### config.mk
export PLATFORM = sky130hd
export DESIGN_NAME = int_to_decimal_ascii_padded
export DESIGN_NICKNAME = d
export VERILOG_FILES = /design/src/itda_pkg.sv /design/src/itda_seq.sv /design/src/int_to_decimal_ascii_padded.sv
export SDC_FILE = /design/constraint.sdc
export NUM_CORES = 1
export LEC_CHECK = 0
export ABC_AREA = 1
export BUFFER_PORTS_ARGS = -buffer_cell sky130_fd_sc_hd__buf_2
export CAP_MARGIN = 30
export CORE_MARGIN = 5
export CORE_UTILIZATION = 50
export DETAILED_ROUTE_END_ITERATION = 8
export PLACE_DENSITY = 0.68
export SYNTH_ARGS = -nofsm -noshare
export SYNTH_HDL_FRONTEND = slang
export SYNTH_HIERARCHICAL = 1
export SYNTH_SLANG_ARGS = --single-unit
### constraint.sdc
create_clock -name i_clk -period 4.74 [get_ports i_clk]
set_input_delay 0.948 -clock i_clk [delete_from_list [all_inputs] [get_ports i_clk]]
set_output_delay 0.948 -clock i_clk [all_outputs]
set_load 0.02 [all_outputs]
### src/itda_pkg.sv
package itda_pkg;

    // Register and character widths
    localparam int MIN_WIDTH_W = 7;
    localparam int CHAR_W      = 8;

    // Characters the block emits
    localparam logic [CHAR_W-1:0] CH_ZERO  = 8'h30;
    localparam logic [CHAR_W-1:0] CH_MINUS = 8'h2D;
    localparam logic [CHAR_W-1:0] CH_SPACE = 8'h20;

    // Program steps
    typedef enum logic [2:0] {
        S_IDLE,
        S_CONV,
        S_SETUP,
        S_PAD,
        S_SIGN,
        S_DIGIT
    } t_step;

    // Datapath actions, one per control word
    typedef enum logic [2:0] {
        A_LOAD,
        A_SHIFT,
        A_SETUP,
        A_SPACE,
        A_MINUS,
        A_DIGIT
    } t_act;

    // Skip conditions: when true the action is dropped and the step jumps
    typedef enum logic [2:0] {
        C_NEVER,
        C_ALWAYS,
        C_NO_IN,
        C_BITS_DONE,
        C_PAD_DONE,
        C_POSITIVE,
        C_DIGITS_DONE
    } t_cond;

    typedef struct packed {
        t_act  act;
        t_cond cond;
        t_step jmp;
        t_step nxt;
    } t_cword;

    // Status from the datapath to the sequencer
    typedef struct packed {
        logic no_in;
        logic bits_done;
        logic pad_done;
        logic positive;
        logic digits_done;
        logic slot_free;
    } t_flags;

    // Control from the sequencer to the datapath
    typedef struct packed {
        t_act act;
        logic fire;
        logic idle;
    } t_ctrl;

endpackage

### src/itda_seq.sv
module itda_seq
    import itda_pkg::*;
(
    input  logic   i_clk,
    input  logic   i_rst_n,
    input  t_flags i_flags,
    output t_ctrl  o_ctrl
);

    t_step  r_step;
    t_step  n_step;
    t_cword w_cw;
    logic   w_skip;
    logic   w_emit;
    logic   w_stall;

    // Control store: one word per step
    function automatic t_cword rom(input t_step s);
        t_cword w;
        case (s)
            S_IDLE:  w = '{act: A_LOAD,  cond: C_NO_IN,       jmp: S_IDLE,  nxt: S_CONV};
            S_CONV:  w = '{act: A_SHIFT, cond: C_BITS_DONE,   jmp: S_SETUP, nxt: S_CONV};
            S_SETUP: w = '{act: A_SETUP, cond: C_NEVER,       jmp: S_PAD,   nxt: S_PAD};
            S_PAD:   w = '{act: A_SPACE, cond: C_PAD_DONE,    jmp: S_SIGN,  nxt: S_PAD};
            S_SIGN:  w = '{act: A_MINUS, cond: C_POSITIVE,    jmp: S_DIGIT, nxt: S_DIGIT};
            S_DIGIT: w = '{act: A_DIGIT, cond: C_DIGITS_DONE, jmp: S_IDLE,  nxt: S_DIGIT};
            default: w = '{act: A_SETUP, cond: C_ALWAYS,      jmp: S_IDLE,  nxt: S_IDLE};
        endcase
        return w;
    endfunction

    // Decode the current word and pick the next step
    always_comb begin
        w_cw = rom(r_step);
        case (w_cw.cond)
            C_NEVER:       w_skip = 1'b0;
            C_ALWAYS:      w_skip = 1'b1;
            C_NO_IN:       w_skip = i_flags.no_in;
            C_BITS_DONE:   w_skip = i_flags.bits_done;
            C_PAD_DONE:    w_skip = i_flags.pad_done;
            C_POSITIVE:    w_skip = i_flags.positive;
            C_DIGITS_DONE: w_skip = i_flags.digits_done;
            default:       w_skip = 1'b1;
        endcase
        w_emit  = (w_cw.act == A_SPACE) || (w_cw.act == A_MINUS) || (w_cw.act == A_DIGIT);
        // hold an emitting step while the output register is occupied
        w_stall = !w_skip && w_emit && !i_flags.slot_free;
        if (w_skip) begin
            n_step = w_cw.jmp;
        end else if (w_stall) begin
            n_step = r_step;
        end else begin
            n_step = w_cw.nxt;
        end
        o_ctrl.act  = w_cw.act;
        o_ctrl.fire = !w_skip && !w_stall;
        o_ctrl.idle = (r_step == S_IDLE);
    end

    // Step counter
    always_ff @(posedge i_clk) begin
        if (!i_rst_n) begin
            r_step <= S_IDLE;
        end else begin
            r_step <= n_step;
        end
    end

endmodule

### src/int_to_decimal_ascii_padded.sv
// Signed integer to right-aligned decimal ASCII text.
//
// Input channel (i_valid / o_ready, i_value) takes one signed number. The
// output channel (o_valid / i_ready) returns its text one character per item,
// most significant first: leading spaces up to the configured minimum width,
// a '-' for negative values, then the digits. o_last marks the final digit.
// i_cfg_we / i_cfg_data write the minimum width; widths above OUTPUT_LIMIT
// are clamped. Write it only while the block is idle.
//
// A small microcode sequencer steps a binary-to-BCD shift datapath.
// Conversion shifts in one magnitude bit per cycle, then a setup step
// counts the digits and the padding; the text then follows one character
// at a time, each held in the output register until the receiver takes it.
// One item is worked on at a time; o_ready is high only between items.
// A stalled receiver freezes the sequencer on its current character;
// nothing is dropped. Synchronous reset returns to idle, clears the width to
// zero and empties the output register.
module int_to_decimal_ascii_padded
    import itda_pkg::*;
#(
    parameter int OUTPUT_LIMIT = 64,
    parameter int VALUE_BITS   = 32
) (
    input  logic                   i_clk,
    input  logic                   i_rst_n,
    input  logic                   i_valid,
    output logic                   o_ready,
    input  logic [VALUE_BITS-1:0]  i_value,
    output logic                   o_valid,
    input  logic                   i_ready,
    output logic [CHAR_W-1:0]      o_char_out,
    output logic                   o_last,
    input  logic                   i_cfg_we,
    input  logic [MIN_WIDTH_W-1:0] i_cfg_data
);

    // Decimal digits of the largest magnitude 2^(VALUE_BITS-1)
    localparam int DIGIT_DEPTH = ((VALUE_BITS - 1) * 30103) / 100000 + 1;
    localparam int DI_W        = $clog2(DIGIT_DEPTH);
    localparam int DC_W        = $clog2(DIGIT_DEPTH + 1);
    localparam int BC_W        = $clog2(VALUE_BITS + 1);
    localparam int LIM_W       = $clog2(OUTPUT_LIMIT + 1);
    localparam int CMP_W       = (LIM_W > MIN_WIDTH_W) ? LIM_W : MIN_WIDTH_W;

    t_flags w_flags;
    t_ctrl  w_ctrl;

    logic [MIN_WIDTH_W-1:0] r_min_width;
    logic [VALUE_BITS-1:0]  r_mag;
    logic                   r_neg;
    logic [BC_W-1:0]        r_bits;
    logic [3:0]             r_digit [DIGIT_DEPTH];
    logic [DC_W-1:0]        r_dcnt;
    logic [LIM_W-1:0]       r_pad;
    logic                   r_out_valid;
    logic [CHAR_W-1:0]      r_char;
    logic                   r_last;

    logic [3:0]             w_adj [DIGIT_DEPTH];
    logic [3:0]             w_sh  [DIGIT_DEPTH];
    logic [DIGIT_DEPTH:0]   w_nz;
    logic [VALUE_BITS-1:0]  w_load_mag;
    logic [DC_W-1:0]        w_dcnt_eff;
    logic [CMP_W-1:0]       w_text_len;
    logic [CMP_W-1:0]       w_width;
    logic [CMP_W-1:0]       w_pad;
    logic [DI_W-1:0]        w_idx;
    logic                   w_emit;
    logic [CHAR_W-1:0]      w_char;

    itda_seq u_seq (
        .i_clk   (i_clk),
        .i_rst_n (i_rst_n),
        .i_flags (w_flags),
        .o_ctrl  (w_ctrl)
    );

    // Status for the sequencer
    always_comb begin
        w_flags.no_in       = !i_valid;
        w_flags.bits_done   = (r_bits == '0);
        w_flags.pad_done    = (r_pad == '0);
        w_flags.positive    = !r_neg;
        w_flags.digits_done = (r_dcnt == '0);
        w_flags.slot_free   = !r_out_valid || i_ready;
    end

    // Shift-and-add-3 step over the BCD digits
    always_comb begin
        for (int i = 0; i < DIGIT_DEPTH; i++) begin
            w_adj[i] = (r_digit[i] >= 4'd5) ? r_digit[i] + 4'd3 : r_digit[i];
        end
        w_sh[0] = {w_adj[0][2:0], r_mag[VALUE_BITS-1]};
        for (int i = 1; i < DIGIT_DEPTH; i++) begin
            w_sh[i] = {w_adj[i][2:0], w_adj[i-1][3]};
        end
        for (int i = 0; i < DIGIT_DEPTH; i++) begin
            w_nz[i] = (w_sh[i] != 4'd0);
        end
        w_nz[DIGIT_DEPTH] = 1'b0;
    end

    // Magnitude, text length and padding
    always_comb begin
        w_load_mag = i_value[VALUE_BITS-1] ? (~i_value + 1'b1) : i_value;
        w_dcnt_eff = (r_dcnt == '0) ? DC_W'(1) : r_dcnt;
        w_text_len = CMP_W'(w_dcnt_eff) + CMP_W'(r_neg);
        w_width    = (CMP_W'(r_min_width) > CMP_W'(OUTPUT_LIMIT)) ?
                     CMP_W'(OUTPUT_LIMIT) : CMP_W'(r_min_width);
        w_pad      = (w_width > w_text_len) ? w_width - w_text_len : '0;
    end

    // Character selection
    always_comb begin
        w_idx  = DI_W'(r_dcnt - DC_W'(1));
        w_emit = w_ctrl.fire &&
                 ((w_ctrl.act == A_SPACE) || (w_ctrl.act == A_MINUS) ||
                  (w_ctrl.act == A_DIGIT));
        case (w_ctrl.act)
            A_SPACE: w_char = CH_SPACE;
            A_MINUS: w_char = CH_MINUS;
            default: w_char = CH_ZERO + {4'd0, r_digit[w_idx]};
        endcase
    end

    // Configuration register
    always_ff @(posedge i_clk) begin
        if (!i_rst_n) begin
            r_min_width <= '0;
        end else if (i_cfg_we) begin
            r_min_width <= i_cfg_data;
        end
    end

    // Datapath: load, convert, count down the text
    always_ff @(posedge i_clk) begin
        if (!i_rst_n) begin
            r_neg  <= 1'b0;
            r_dcnt <= '0;
            r_pad  <= '0;
            r_bits <= '0;
        end else if (w_ctrl.fire) begin
            case (w_ctrl.act)
                A_LOAD: begin
                    r_neg  <= i_value[VALUE_BITS-1];
                    r_mag  <= w_load_mag;
                    r_bits <= BC_W'(VALUE_BITS);
                    r_dcnt <= '0;
                    for (int i = 0; i < DIGIT_DEPTH; i++) begin
                        r_digit[i] <= 4'd0;
                    end
                end
                A_SHIFT: begin
                    r_mag  <= r_mag << 1;
                    r_bits <= r_bits - BC_W'(1);
                    r_dcnt <= r_dcnt + DC_W'(w_nz[r_dcnt]);
                    for (int i = 0; i < DIGIT_DEPTH; i++) begin
                        r_digit[i] <= w_sh[i];
                    end
                end
                A_SETUP: begin
                    r_dcnt <= w_dcnt_eff;
                    r_pad  <= w_pad[LIM_W-1:0];
                end
                A_SPACE: begin
                    r_pad <= r_pad - LIM_W'(1);
                end
                A_DIGIT: begin
                    r_dcnt <= r_dcnt - DC_W'(1);
                end
                default: begin
                end
            endcase
        end
    end

    // Output register: take a new character or drop the one taken
    always_ff @(posedge i_clk) begin
        if (!i_rst_n) begin
            r_out_valid <= 1'b0;
        end else if (w_emit) begin
            r_out_valid <= 1'b1;
        end else if (i_ready) begin
            r_out_valid <= 1'b0;
        end
        if (w_emit) begin
            r_char <= w_char;
            r_last <= (w_ctrl.act == A_DIGIT) && (r_dcnt == DC_W'(1));
        end
    end

    assign o_ready    = w_ctrl.idle;
    assign o_valid    = r_out_valid;
    assign o_char_out = r_char;
    assign o_last     = r_last;

`ifndef SYNTHESIS
    a_dcnt_range: assert property (@(posedge i_clk) disable iff (!i_rst_n)
        r_dcnt <= DC_W'(DIGIT_DEPTH))
        else $error("digit count beyond store depth");

    a_last_is_digit: assert property (@(posedge i_clk) disable iff (!i_rst_n)
        (o_valid && o_last) |-> (o_char_out >= CH_ZERO && o_char_out <= CH_ZERO + 8'd9))
        else $error("final character is not a digit");

    a_busy_after_accept: assert property (@(posedge i_clk) disable iff (!i_rst_n)
        (i_valid && o_ready) |=> !o_ready)
        else $error("ready stayed high after an item was taken");

    a_no_emit_when_idle: assert property (@(posedge i_clk) disable iff (!i_rst_n)
        w_ctrl.idle |-> !w_emit)
        else $error("character emitted while idle");
`endif

endmodule
==> run summary <==
CTS max path bufs: 2
Yosys warns: 6
Port buffer count: 51
R2R cell count: 15
Chip height: 134.3 microns
Crit path to: r_digit[9][1]
Final nets: 1203
Final wirelength: 17160 microns
Placed Area: 8092 sq um
Layout cells sized above 1: 9.228%
CTS Hold Buffers Added: 0
Synth unique cells: 42
Area leader, netlist: edfxtp_1
R2r startpoint: r_dcnt[0]
Peak supply drop: 0.2783 mV
DR vias: 6795
Design area: 8382 sq um
Die area: 18040 sq um
GP Congestion: 0.9034
Fraction of registers with async set/reset: 0%
Mapped Avg Cell Area: 7.108 sq um
Hold_ws: 0.4475 ns
Outcome: completed
Min-delay src: r_bits[0]
Antenna Violating Nets Remaining: 0
Max Clock Freq: 293.6 MHz
Worst Max-Slew Pin Slew: 0.8626 ns
Skew-Pair Late Insertion Delay: 0.36 ns
DP Cell Count: 1299
CTS resizes: 0
Max-slew violations: 0
Critical Path RT: 4.79 ns
Final setup violation count: 0
CP endpoint kind: flop
PwrDens: 532.3 nW/um^2
Seq/Total Area, Yosys: 37.83%
Wire length per cell: 13.05 microns
Clock sink count: 107
Pre-CTS WS: 1.291 ns
Final Skew: 0.01167 ns
Dpl hpwl: 12630 microns
Root Driver: clkbuf_16
Slew HR: 42.36%
Part of the cycle the worst path needs: 71.85%
First-pass GRT wire length: 28850 microns
Synth top area share: 30.32%
Number of buffers created by CTS: 9
EDFF count, synth: 78
Number of global-route vias before repair: 6135
ANT cells: 0
Leakage: 3.932 nW
Critical Path Start: r_dcnt[0]
Die Span X: 134.3 microns
Largest cells by area after synthesis: edfxtp_1, nand2_1, dfxtp_1
Iteration-0 DRC Markers: 406
FP Rows: 45
Setup TNS Final: 0 ns
Crit Path Class: reg2reg
Crit Path Max Fanout: 29
Core box area: 15200 sq um
Signal arrival time at the worst endpoint: 3.46 ns
GRT Total Usage: 19.23%
First-pass detailed-route iteration total: 5
Number of max-cap violations: 0
IO Pins: 55
Post-route insts no fill: 1315
Cell Area, Synth: 7726 sq um
Grt total ovfl: 0
HP Class: reg2reg
Fin worst setup slack: 1.334 ns
Crit path launch type: flop
Count of final hold-check violations: 0
Top FF cell, synth: edfxtp_1
Initial antenna violation count: 0
Seq cells post-synth: 107
Clock-pin slew on the worst setup and hold paths: 0.07 ns
Initial core utilization: 50.82%
Synthesized instance count: 1087
Largest net degree at the start of global routing: 49
TritonCTS clock tree: done
End of the worst register-to-register path: r_digit[9][1]
Vias per cell: 5.167
R2r setup slk: 1.33 ns
Area growth syn-to-layout: 8.486%
Post-layout min period: 3.406 ns
RSZ-0062 raised after global routing: false
DRC errors left: 0
H-Tree Depth: 3
# Post-CTS Setup Buffers: 0
## registers in the layout, summed over array words and instances (netlist names)
name          cells
r_digit          40
r_min_width       7
r_neg             1
r_dcnt            4
r_mag            32
o_last            1
r_pad             7
u_seq/r_step      3
o_char_out        5
r_bits            6
o_valid           1
## metrics by stage
stage | utilization (%) | power, mW
after detailed placement | 53.23 | 3.733
after CTS | 55.14 | 4.488
after global placement | 53.23 | 3.708
after global routing | 55.14 | 4.901
after floorplan | - | 3.245
final | 55.14 | 4.462
## report_power, final
| group | switching, mW | total (mW) | leakage [nW] | internal (mW) |
|---|---|---|---|---|
| Combinational | 1.43 | 2.15 | 2.81 | 0.716 |
| Clock | 0.351 | 0.737 | 0.138 | 0.387 |
| Sequential | 0.180 | 1.58 | 0.986 | 1.40 |
| Total | 1.96 | 4.46 | 3.93 | 2.50 |
## worst max-delay path, cell delays in order, from the launching register on
cell and delay, ns:
dfxtp_1 0.31, buf_4 0.26, inv_1 0.09, ha_1 0.24, nand2_1 0.12, inv_1 0.08, inv_1 0.06, nand2_1 0.05
nand3_2 0.12, nand3_2 0.10, nor2_1 0.16, inv_1 0.16, nor3_4 0.22, inv_2 0.11, nor2_4 0.67, buf_4 0.36
## metal layers
layer | global-route usage, % | up-vias | wire length [microns]
met2 | 30.64 | 113 | 7746
met5 | 0 | - | 0
li1 | - | 3634 | -
met1 | 27.44 | 3034 | 8518
met4 | 5.769 | 0 | 237
met3 | 2.401 | 14 | 660
## how the worst min path moves through the flow
stage	depth (start not counted)	endpoint
floorplan	1	r_bits[0]
global placement	1	r_bits[0]
detailed placement	1	r_bits[0]
CTS	1	r_bits[0]
global route	1	r_bits[0]
finish	1	r_bits[0]
## synthesized netlist by cell type (5+ instances only)
cell type and count:
a21oi_1 70, a31oi_1 5, buf_2 18, clkbuf_1 11
dfxtp_1 29, edfxtp_1 78, ha_1 36, inv_1 148
inv_2 6, nand2_1 278, nand2_2 5, nand3_1 80
nand4_1 25, nor2_1 130, nor2_2 5, nor3_1 10
o211ai_1 13, o21ai_0 73, xnor2_1 8, xor2_1 21
## layout by cell type (no fill, tap or decap), types with 5 or more instances in the layout
cell | Yosys | routed
nor2_2 | 5 | 6
dfxtp_1 | 29 | 29
nand2_1 | 278 | 278
o21ai_0 | 73 | 73
a31oi_1 | 5 | 5
xnor2_1 | 8 | 8
nand3_1 | 80 | 80
nand2_2 | 5 | 5
xor2_1 | 21 | 21
o211ai_1 | 13 | 13
inv_1 | 148 | 148
clkbuf_16 | 0 | 9
ha_1 | 36 | 36
inv_2 | 6 | 6
edfxtp_1 | 78 | 78
nor2_1 | 130 | 128
nor3_1 | 10 | 10
buf_4 | 3 | 7
buf_2 | 18 | 51
a21oi_1 | 70 | 70
nand4_1 | 25 | 25
## final cells by class
cell class                 count  area [sq um]
clock buffer                  11         252.7
clock inverter                 5         37.54
fill                        1504          6820
inverter                     155         581.8
multi-input combinational    791          4044
sequential                   107          2923
tap                          188         235.2
timing repair buffer          58         307.8
## cell families after synthesis
logic type | synth area share [%]
other | 0.09720
AND/OR/NAND/NOR | 30.25
buffers and inverters | 10.01
XOR/XNOR | 3.498
flip-flops | 37.83
AO/OA/AOI/OAI | 12.23
adder cells (fa/ha/maj) | 6.089
Note: power is estimated with default switching activity, not from simulation.
